===== src/hdl/battery_level_gauge_core_macros.svh =====
// assertion macros for the battery level gauge
`ifndef BATTERY_LEVEL_GAUGE_CORE_MACROS_SVH
`define BATTERY_LEVEL_GAUGE_CORE_MACROS_SVH

`ifndef SYNTH
`define BLG_ASSERT_IMP(lbl, ante, cons) \
    lbl: assert property (@(posedge clk) disable iff (!rst_n) (ante) |-> (cons)) \
        else $error("blg assertion failed");
`define BLG_ASSERT_NXT(lbl, ante, cons) \
    lbl: assert property (@(posedge clk) disable iff (!rst_n) (ante) |=> (cons)) \
        else $error("blg assertion failed");
`else
`define BLG_ASSERT_IMP(lbl, ante, cons)
`define BLG_ASSERT_NXT(lbl, ante, cons)
`endif

`endif


===== src/hdl/blg_pkg.sv =====
package blg_pkg;

    localparam int WINDOW_DEFAULT = 256;

    localparam int SAMPLE_W = 10;
    localparam int LEVEL_W  = 16;
    localparam int GAIN_W   = 24;
    localparam int PCT_W    = 15;
    localparam int WHOLE_W  = 7;
    localparam int BAND_W   = 3;
    localparam int ACT_W    = 2;
    localparam int CIDX_W   = 2;
    localparam int CDATA_W  = 24;

    localparam logic [ACT_W-1:0] ACT_STORE = 2'd0;
    localparam logic [ACT_W-1:0] ACT_EVAL  = 2'd1;
    localparam logic [ACT_W-1:0] ACT_PRIME = 2'd2;

    localparam logic [CIDX_W-1:0] CFG_DEAD = 2'd0;
    localparam logic [CIDX_W-1:0] CFG_FULL = 2'd1;
    localparam logic [CIDX_W-1:0] CFG_GAIN = 2'd2;
    localparam logic [CIDX_W-1:0] CFG_HYST = 2'd3;

    localparam logic [LEVEL_W-1:0] DEAD_RESET = 16'd53174;
    localparam logic [LEVEL_W-1:0] FULL_RESET = 16'd60515;
    localparam logic [GAIN_W-1:0]  GAIN_RESET = 24'd228541;
    localparam logic [PCT_W-1:0]   HYST_RESET = 15'd128;

    localparam logic [PCT_W-1:0]   PCT_MAX    = 15'd25600;
    localparam logic [WHOLE_W-1:0] WHOLE_NONE = 7'd127;
    localparam logic [WHOLE_W-1:0] WHOLE_MAX  = 7'd100;

    function automatic logic [BAND_W-1:0] band_of(input logic [WHOLE_W-1:0] whole);
        logic [BAND_W-1:0] b;
        if (whole > WHOLE_MAX)
            b = 3'd0;
        else if (whole < 7'd20)
            b = 3'd1;
        else if (whole < 7'd40)
            b = 3'd2;
        else if (whole < 7'd60)
            b = 3'd3;
        else if (whole < 7'd80)
            b = 3'd4;
        else
            b = 3'd5;
        return b;
    endfunction

endpackage


===== src/hdl/battery_level_gauge_core.sv =====
// path: an accepted input transaction passes stages a, b, c and the output register
// throughput: one transaction per cycle when out_stall is low; window sum, average,
//   percent multiply and hysteresis each sit in a register stage of their own
// reset: rst_n clears window state, held percent, reported percent (none) and config
//   to defaults; the sample memory is not cleared and needs no clearing pass
module battery_level_gauge_core #(
    parameter int WINDOW = blg_pkg::WINDOW_DEFAULT
) (
    input  logic                             clk,
    input  logic                             rst_n,

    input  logic                             cfg_valid,
    output logic                             cfg_ready,
    input  logic [blg_pkg::CIDX_W-1:0]       cfg_index,
    input  logic [blg_pkg::CDATA_W-1:0]      cfg_data,

    input  logic                             in_valid,
    output logic                             in_stall,
    input  logic [blg_pkg::ACT_W-1:0]        action,
    input  logic [blg_pkg::SAMPLE_W-1:0]     sample,

    output logic                             out_valid,
    input  logic                             out_stall,
    output logic [blg_pkg::LEVEL_W-1:0]      average_level,
    output logic [blg_pkg::PCT_W-1:0]        held_percent,
    output logic [blg_pkg::WHOLE_W-1:0]      whole_percent,
    output logic                             display_changed,
    output logic [blg_pkg::BAND_W-1:0]       level_band,
    output logic                             in_range
);

`include "battery_level_gauge_core_macros.svh"

    localparam int PW  = $clog2(WINDOW);
    localparam int CW  = $clog2(WINDOW + 1);
    localparam int SW  = $clog2(WINDOW * 1023 + 1);
    localparam int XW  = SW + 6;
    localparam bit POW2 = (WINDOW & (WINDOW - 1)) == 0;
    localparam int SPW = blg_pkg::SAMPLE_W;
    localparam int LVW = blg_pkg::LEVEL_W;
    localparam int PCW = blg_pkg::PCT_W;
    localparam int WHW = blg_pkg::WHOLE_W;
    localparam int ACW = blg_pkg::ACT_W;
    localparam int GNW = blg_pkg::GAIN_W;

    // configuration
    logic [LVW-1:0] dead_reg, full_reg;
    logic [GNW-1:0] gain_reg;
    logic [PCW-1:0] hyst_reg;

    assign cfg_ready = 1'b1;

    always_ff @(posedge clk or negedge rst_n)
    begin
        if (!rst_n)
        begin
            dead_reg <= blg_pkg::DEAD_RESET;
            full_reg <= blg_pkg::FULL_RESET;
            gain_reg <= blg_pkg::GAIN_RESET;
            hyst_reg <= blg_pkg::HYST_RESET;
        end
        else if (cfg_valid && cfg_ready)
        begin
            case (cfg_index)
                blg_pkg::CFG_DEAD: dead_reg <= cfg_data[LVW-1:0];
                blg_pkg::CFG_FULL: full_reg <= cfg_data[LVW-1:0];
                blg_pkg::CFG_GAIN: gain_reg <= cfg_data[GNW-1:0];
                blg_pkg::CFG_HYST: hyst_reg <= cfg_data[PCW-1:0];
                default: ;
            endcase
        end
    end

    // pipeline flow control
    logic a_v_reg, b_v_reg, c_v_reg, out_v_reg;
    logic out_rdy, c_rdy, b_rdy, a_rdy, accept;

    assign out_rdy  = !out_v_reg || !out_stall;
    assign c_rdy    = !c_v_reg || out_rdy;
    assign b_rdy    = !b_v_reg || c_rdy;
    assign a_rdy    = !a_v_reg || b_rdy;
    assign in_stall = !a_rdy;
    assign accept   = in_valid && a_rdy;

    // window state
    logic [PW-1:0]  pos_reg, pos_next;
    logic [CW-1:0]  count_reg, count_next;
    logic [SPW-1:0] prime_reg, prime_next;
    logic [SW-1:0]  sum_reg, sum_next;
    logic [SPW-1:0] rd_q_reg;
    logic [SPW-1:0] old_sample;
    logic           push, in_rng;
    logic [LVW-1:0] q_level;
    logic [SPW-1:0] store_mem [WINDOW];

    always_comb
    begin
        pos_next   = pos_reg;
        count_next = count_reg;
        prime_next = prime_reg;
        sum_next   = sum_reg;
        push       = 1'b0;
        in_rng     = 1'b0;
        q_level    = {sample, 6'b0};
        old_sample = (count_reg == CW'(WINDOW)) ? rd_q_reg : prime_reg;
        if (accept)
        begin
            case (action)
                blg_pkg::ACT_STORE, blg_pkg::ACT_EVAL:
                begin
                    push     = 1'b1;
                    sum_next = sum_reg - SW'(old_sample) + SW'(sample);
                    pos_next = (pos_reg == PW'(WINDOW - 1)) ? '0 : pos_reg + PW'(1);
                    if (count_reg != CW'(WINDOW))
                        count_next = count_reg + CW'(1);
                end
                blg_pkg::ACT_PRIME:
                begin
                    prime_next = sample;
                    count_next = '0;
                    sum_next   = SW'(sample) * SW'(WINDOW);
                    in_rng     = (q_level > dead_reg) && (q_level < full_reg);
                end
                default: ;
            endcase
        end
    end

    always_ff @(posedge clk)
    begin
        if (push)
            store_mem[pos_reg] <= sample;
        rd_q_reg <= store_mem[pos_next];
    end

    always_ff @(posedge clk or negedge rst_n)
    begin
        if (!rst_n)
        begin
            pos_reg   <= '0;
            count_reg <= '0;
            prime_reg <= '0;
            sum_reg   <= '0;
        end
        else
        begin
            pos_reg   <= pos_next;
            count_reg <= count_next;
            prime_reg <= prime_next;
            sum_reg   <= sum_next;
        end
    end

    // stage a: window sum after the transaction
    logic [ACW-1:0] a_act_reg;
    logic [SW-1:0]  a_sum_reg;
    logic           a_rng_reg;

    always_ff @(posedge clk)
    begin
        if (a_rdy)
        begin
            a_act_reg <= action;
            a_sum_reg <= sum_next;
            a_rng_reg <= in_rng;
        end
    end

    // stage b: window average in q10.6
    logic [LVW-1:0] avg_calc;

    generate
        if (POW2)
        begin : g_avg_shift
            logic [XW-1:0] scaled;
            assign scaled   = {a_sum_reg, 6'b0} >> PW;
            assign avg_calc = scaled[LVW-1:0];
        end
        else
        begin : g_avg_recip
            localparam int K  = XW + PW;
            localparam int MW = XW + 1;
            localparam logic [MW-1:0] RECIP =
                MW'(((64'd1 << K) + 64'(WINDOW) - 64'd1) / 64'(WINDOW));
            logic [XW+MW-1:0] prod;
            assign prod     = (XW+MW)'({a_sum_reg, 6'b0}) * (XW+MW)'(RECIP);
            assign avg_calc = prod[K +: LVW];
        end
    endgenerate

    logic [ACW-1:0] b_act_reg;
    logic [LVW-1:0] b_avg_reg;
    logic           b_rng_reg;

    always_ff @(posedge clk)
    begin
        if (b_rdy)
        begin
            b_act_reg <= a_act_reg;
            b_avg_reg <= avg_calc;
            b_rng_reg <= a_rng_reg;
        end
    end

    // stage c: percent in q7.8
    logic [LVW-1:0]     lvl_diff;
    logic [LVW+GNW-1:0] pct_prod;
    logic [GNW-1:0]     pct_raw;
    logic [PCW-1:0]     pct_calc;

    always_comb
    begin
        lvl_diff = b_avg_reg - dead_reg;
        pct_prod = (LVW+GNW)'(lvl_diff) * (LVW+GNW)'(gain_reg);
        pct_raw  = pct_prod[LVW+GNW-1:16];
        if (b_avg_reg <= dead_reg)
            pct_calc = '0;
        else if (pct_raw > GNW'(blg_pkg::PCT_MAX))
            pct_calc = blg_pkg::PCT_MAX;
        else
            pct_calc = pct_raw[PCW-1:0];
    end

    logic [ACW-1:0] c_act_reg;
    logic [LVW-1:0] c_avg_reg;
    logic [PCW-1:0] c_pct_reg;
    logic           c_rng_reg;

    always_ff @(posedge clk)
    begin
        if (c_rdy)
        begin
            c_act_reg <= b_act_reg;
            c_avg_reg <= b_avg_reg;
            c_pct_reg <= pct_calc;
            c_rng_reg <= b_rng_reg;
        end
    end

    // output stage: hysteresis and reported percent
    logic [PCW-1:0] hold_reg, hold_next;
    logic [WHW-1:0] rep_reg, rep_next;
    logic [PCW-1:0] pct_delta;
    logic [WHW-1:0] whole_calc;
    logic           upd, chg, load_out;

    assign load_out = c_v_reg && out_rdy;

    always_comb
    begin
        pct_delta  = (c_pct_reg >= hold_reg) ? c_pct_reg - hold_reg : hold_reg - c_pct_reg;
        whole_calc = c_pct_reg[PCW-1:8];
        upd        = load_out && (c_act_reg == blg_pkg::ACT_EVAL) && (pct_delta >= hyst_reg);
        chg        = upd && (whole_calc != rep_reg);
        hold_next  = upd ? c_pct_reg : hold_reg;
        rep_next   = chg ? whole_calc : rep_reg;
    end

    always_ff @(posedge clk or negedge rst_n)
    begin
        if (!rst_n)
        begin
            hold_reg <= '0;
            rep_reg  <= blg_pkg::WHOLE_NONE;
        end
        else
        begin
            hold_reg <= hold_next;
            rep_reg  <= rep_next;
        end
    end

    logic [LVW-1:0] out_avg_reg;
    logic           out_chg_reg, out_rng_reg;

    always_ff @(posedge clk)
    begin
        if (load_out)
        begin
            out_avg_reg <= c_avg_reg;
            out_chg_reg <= chg;
            out_rng_reg <= c_rng_reg;
        end
    end

    always_ff @(posedge clk or negedge rst_n)
    begin
        if (!rst_n)
        begin
            a_v_reg   <= 1'b0;
            b_v_reg   <= 1'b0;
            c_v_reg   <= 1'b0;
            out_v_reg <= 1'b0;
        end
        else
        begin
            if (a_rdy)
                a_v_reg <= accept;
            if (b_rdy)
                b_v_reg <= a_v_reg;
            if (c_rdy)
                c_v_reg <= b_v_reg;
            if (out_rdy)
                out_v_reg <= c_v_reg;
        end
    end

    assign out_valid       = out_v_reg;
    assign average_level   = out_avg_reg;
    assign held_percent    = hold_reg;
    assign whole_percent   = rep_reg;
    assign display_changed = out_chg_reg;
    assign level_band      = blg_pkg::band_of(rep_reg);
    assign in_range        = out_rng_reg;

    `BLG_ASSERT_IMP(a_count_bound, 1'b1, count_reg <= CW'(WINDOW))
    `BLG_ASSERT_IMP(a_pos_bound, 1'b1, pos_reg <= PW'(WINDOW - 1))
    `BLG_ASSERT_IMP(a_hold_bound, 1'b1, hold_reg <= blg_pkg::PCT_MAX)
    `BLG_ASSERT_IMP(a_changed_band, out_v_reg && out_chg_reg, level_band != 3'd0)
    `BLG_ASSERT_IMP(a_empty_no_stall, !out_v_reg, !in_stall)
    `BLG_ASSERT_NXT(a_prime_clears, accept && action == blg_pkg::ACT_PRIME, count_reg == '0)

endmodule


===== config.mk =====
export PLATFORM = sky130hd
export DESIGN_NAME = battery_level_gauge_core
export DESIGN_NICKNAME = d
export VERILOG_FILES = /design/src/hdl/blg_pkg.sv /design/src/hdl/battery_level_gauge_core.sv
export VERILOG_INCLUDE_DIRS = /design/src /design/src/hdl
export SDC_FILE = /design/constraint.sdc
export NUM_CORES = 2
export LEC_CHECK = 0
export ABC_AREA = 0
export CAP_MARGIN = 20
export CELL_PAD_IN_SITES_DETAIL_PLACEMENT = 1
export CELL_PAD_IN_SITES_GLOBAL_PLACEMENT = 2
export CORE_MARGIN = 3
export CORE_UTILIZATION = 48
export CTS_CLUSTER_SIZE = 25
export DETAILED_ROUTE_END_ITERATION = 10
export DONT_BUFFER_PORTS = 1
export PLACE_DENSITY = 0.82
export SLEW_MARGIN = 30
export SYNTH_ARGS = -nofsm -noshare
export SYNTH_HDL_FRONTEND = slang
export SYNTH_SLANG_ARGS = --single-unit

===== constraint.sdc =====
create_clock -name clk -period 10.1 [get_ports clk]
set_clock_uncertainty 0.15 [all_clocks]
set_input_delay 2.02 -clock clk [delete_from_list [all_inputs] [get_ports clk]]
set_output_delay 2.02 -clock clk [all_outputs]
set_load 0.1 [all_outputs]

==> out/results.ini <==
[timing]
hold_viol_final=0
fin_crit_sh_pct=95.07
rsz0062_at_grt=false
highest_clock_frequency_the_design_can_meet_mhz=104.1
setup_viol=0
tightestPinTransition_ns=1.475
post-route-worst-setup-slack_ns=0.4974
slew_viol_final=0
setup_tns_ns=0
max-slew-margin-rel_pct=1.662
final_period_minus_worst_setup_slack_ns=9.603

[drt]
detailedRoute.firstIterationViolations=8563
routed-via-count=74126
postRouteAntennaNets=0
drt_pre_antenna_iters=7
wl_per_cell_um=30.60
avgViaCountPerCell=6.169
drc_errors=0
wl_mm=367.7

[place]
place_hpwl_mm=220.2
portBuffers=0
dp_slack_ns=-0.2036
placement.cell_area_um2=129600
gp_congestion=0.8491

[cts]
path_clk_slew_ns=0.06
number_of_h_tree_levels=5
cts_max_path_buffers=4
cts_root_buffer=clkbuf_16
cts_made_buffers=298
cts_num_sinks=2802
count_of_hold_buffers_inserted_by_post_cts_repair=0
cts_tree=built
insertion_delay_ns=0.87

[synth]
synth-main-ff-cell=edfxtp_1
synth_edf_count=2650
postSynthCellCount=8327
syn_avg_cell_area_um2=15.11
syn_nets=8902
ys_top_cells_by_area=edfxtp_1 (63%), mux4_2 (8.2%), fa_1 (5.1%)
synth-seq-cells=2802
async_reset_ff_share_pct=5.068
synth.distinct_cells=87
most_frequently_used_cell_type_in_the_post_synthesis_netlist=edfxtp_1
syn_area_um2=125800
yosys_warnings=0
synth_largest_area_cell=edfxtp_1
synth_largest_type_area_fraction_pct=63.25
synth_common_cells=edfxtp_1 (2,650), nand2_1 (1,366), inv_1 (562)
ys_seq_area_share_pct=66.27

[layout]
share_of_final_layout_standard_cells_stronger_than_drive_strength_1_pct=17.01
fin_nets=8869
area.growth.synth_to_final_pct=10.89
post-route-cell-area_um2=139500
largest_register_ffs=2560

[floorplan]
starting_density_of_the_core_pct=48.36
die_area_um2=268300
core_um2=260200
row_count=187
ios=89
die_width_um=518.0
chipHeight_um=518.0

[setup_path]
cp_data_arrival_time_ns=10.13
maximum_fanout_count_along_the_critical_path=24
critPathLaunchType=register
critPathMostFrequentCell=fa_1
critPathMaxStageDelay_ns=0.53
timing.setup.critical_path_class=reg2reg
critPathBufInv=7
cp_data_required_time_ns=10.63
timing.critical_path.to_type=register
critical-path-slowest-cell=fa_1
worst_path_dominant_cell_family=adder cells

[worst_hold_path]
timing.hold.worst.class=reg2reg

[global_route]
number_of_antenna_violations_at_the_first_check_in_global_routing=13
grt_first_pass_wirelength_mm=544.6
grt_use_total_pct=27.25
grt.overflow.total=0
vias_in_the_first_global_route=79219
pin_count_of_the_biggest_net_entering_global_routing=262

[status]
status=finished, final reports clean

[run]
maxCapViolations=0

==> timing repair <==
| action | 4_1_cts | 5_1_grt |
|---|---|---|
| setup endpoints to repair | 15 | 15 |
| resized for setup | 4 | 13 |
| buffers inserted | 0 | 3 |
| pin swaps | 0 | 2 |
==> routing by layer <==
layer	up-vias	wire (um)	track usage [%]
met5	-	13	0
met2	3188	180000	44.96
li1	30820	-	-
met1	39508	147500	37.15
met4	2	12240	8.707
met3	608	27960	4.593
==> logic make-up after synthesis <==
| family | share of synthesized area, % |
|---|---|
| compound gates | 4.068 |
| xor+xnor | 0.4584 |
| fa+ha+maj | 7.196 |
| buf+inv | 3.535 |
| flops | 66.27 |
| mux | 9.560 |
| other cells | 0.002980 |
| simple gates | 8.910 |
==> placed cells by master (no fill, tap or decap), types with 26 or more instances in the layout <==
cell and instances:
a21o_1 41, o21ai_0 92, nand2b_1 28, nand2_1 1358
fa_1 317, mux4_2 456, a311oi_1 163, nor2_2 232
buf_4 120, a211oi_1 47, xnor2_1 26, mux2_2 90
nor2_1 97, ha_1 214, clkinv_1 60, and3_1 71
edfxtp_1 2650, nor3_1 65, a31oi_1 68, inv_1 560
clkinv_2 47, o22ai_1 27, a21oi_1 118, dfrtp_1 99
bufinv_16 27, clkbuf_16 308, xor2_1 30, nand3_1 397
and2_1 129, nor2b_1 35, nand4_1 34, mux2i_1 70
clkbuf_1 55, dfstp_2 41
==> per-stage QoR <==
step                util [%]  hold slack [ns]  instances
floorplan                  -           0.2503       8327
global placement       49.69           0.2522      11485
detailed placement     49.80           0.2557      11486
CTS                    53.43           0.2467      12007
global route           53.62           0.2670      12012
finish                 53.63           0.2515      12016
==> worst paths after layout <==
path / startpoint / endpoint / slack, ns / cells past startpoint
max: b_avg_reg[0]$_DFFE_PP_ / c_pct_reg[6]$_SDFFCE_PP0P_ / 0.50 / 36
min: a_sum_reg[16]$_DFFE_PN_ / b_avg_reg[14]$_DFFE_PP_ / 0.25 / 0
max reg2reg: b_avg_reg[0]$_DFFE_PP_ / c_pct_reg[6]$_SDFFCE_PP0P_ / 0.50 / 36
min reg2reg: a_sum_reg[16]$_DFFE_PN_ / b_avg_reg[14]$_DFFE_PP_ / 0.25 / 0
max in group asynchronous: rst_n / full_reg[14]$_DFFE_PN1P_ / 8.72 / 0
min in group asynchronous: rst_n / gain_reg[18]$_DFFE_PN0P_ / 0.74 / 0
==> worst reg2reg max path, delay by kind of cell, from the launching register on <==
family,cells,cell delay (ns)
fa+ha+maj,9,3.79
compound gates,10,2.37
simple gates,10,1.95
buf+inv,7,0.85
flops,1,0.39
==> cell type report <==
class,instances,area [um2]
antenna,5,12.51
clock buffer,368,7983
clock inverter,153,1450
fill,24412,120700
inverter,566,2175
multi-input combinational,4489,38940
sequential,2802,83380
tap,3496,4374
timing repair buffer,137,1201
Power is not shown: default switching activity piles up to over one toggle a cycle in this logic, so the estimate is an artifact.
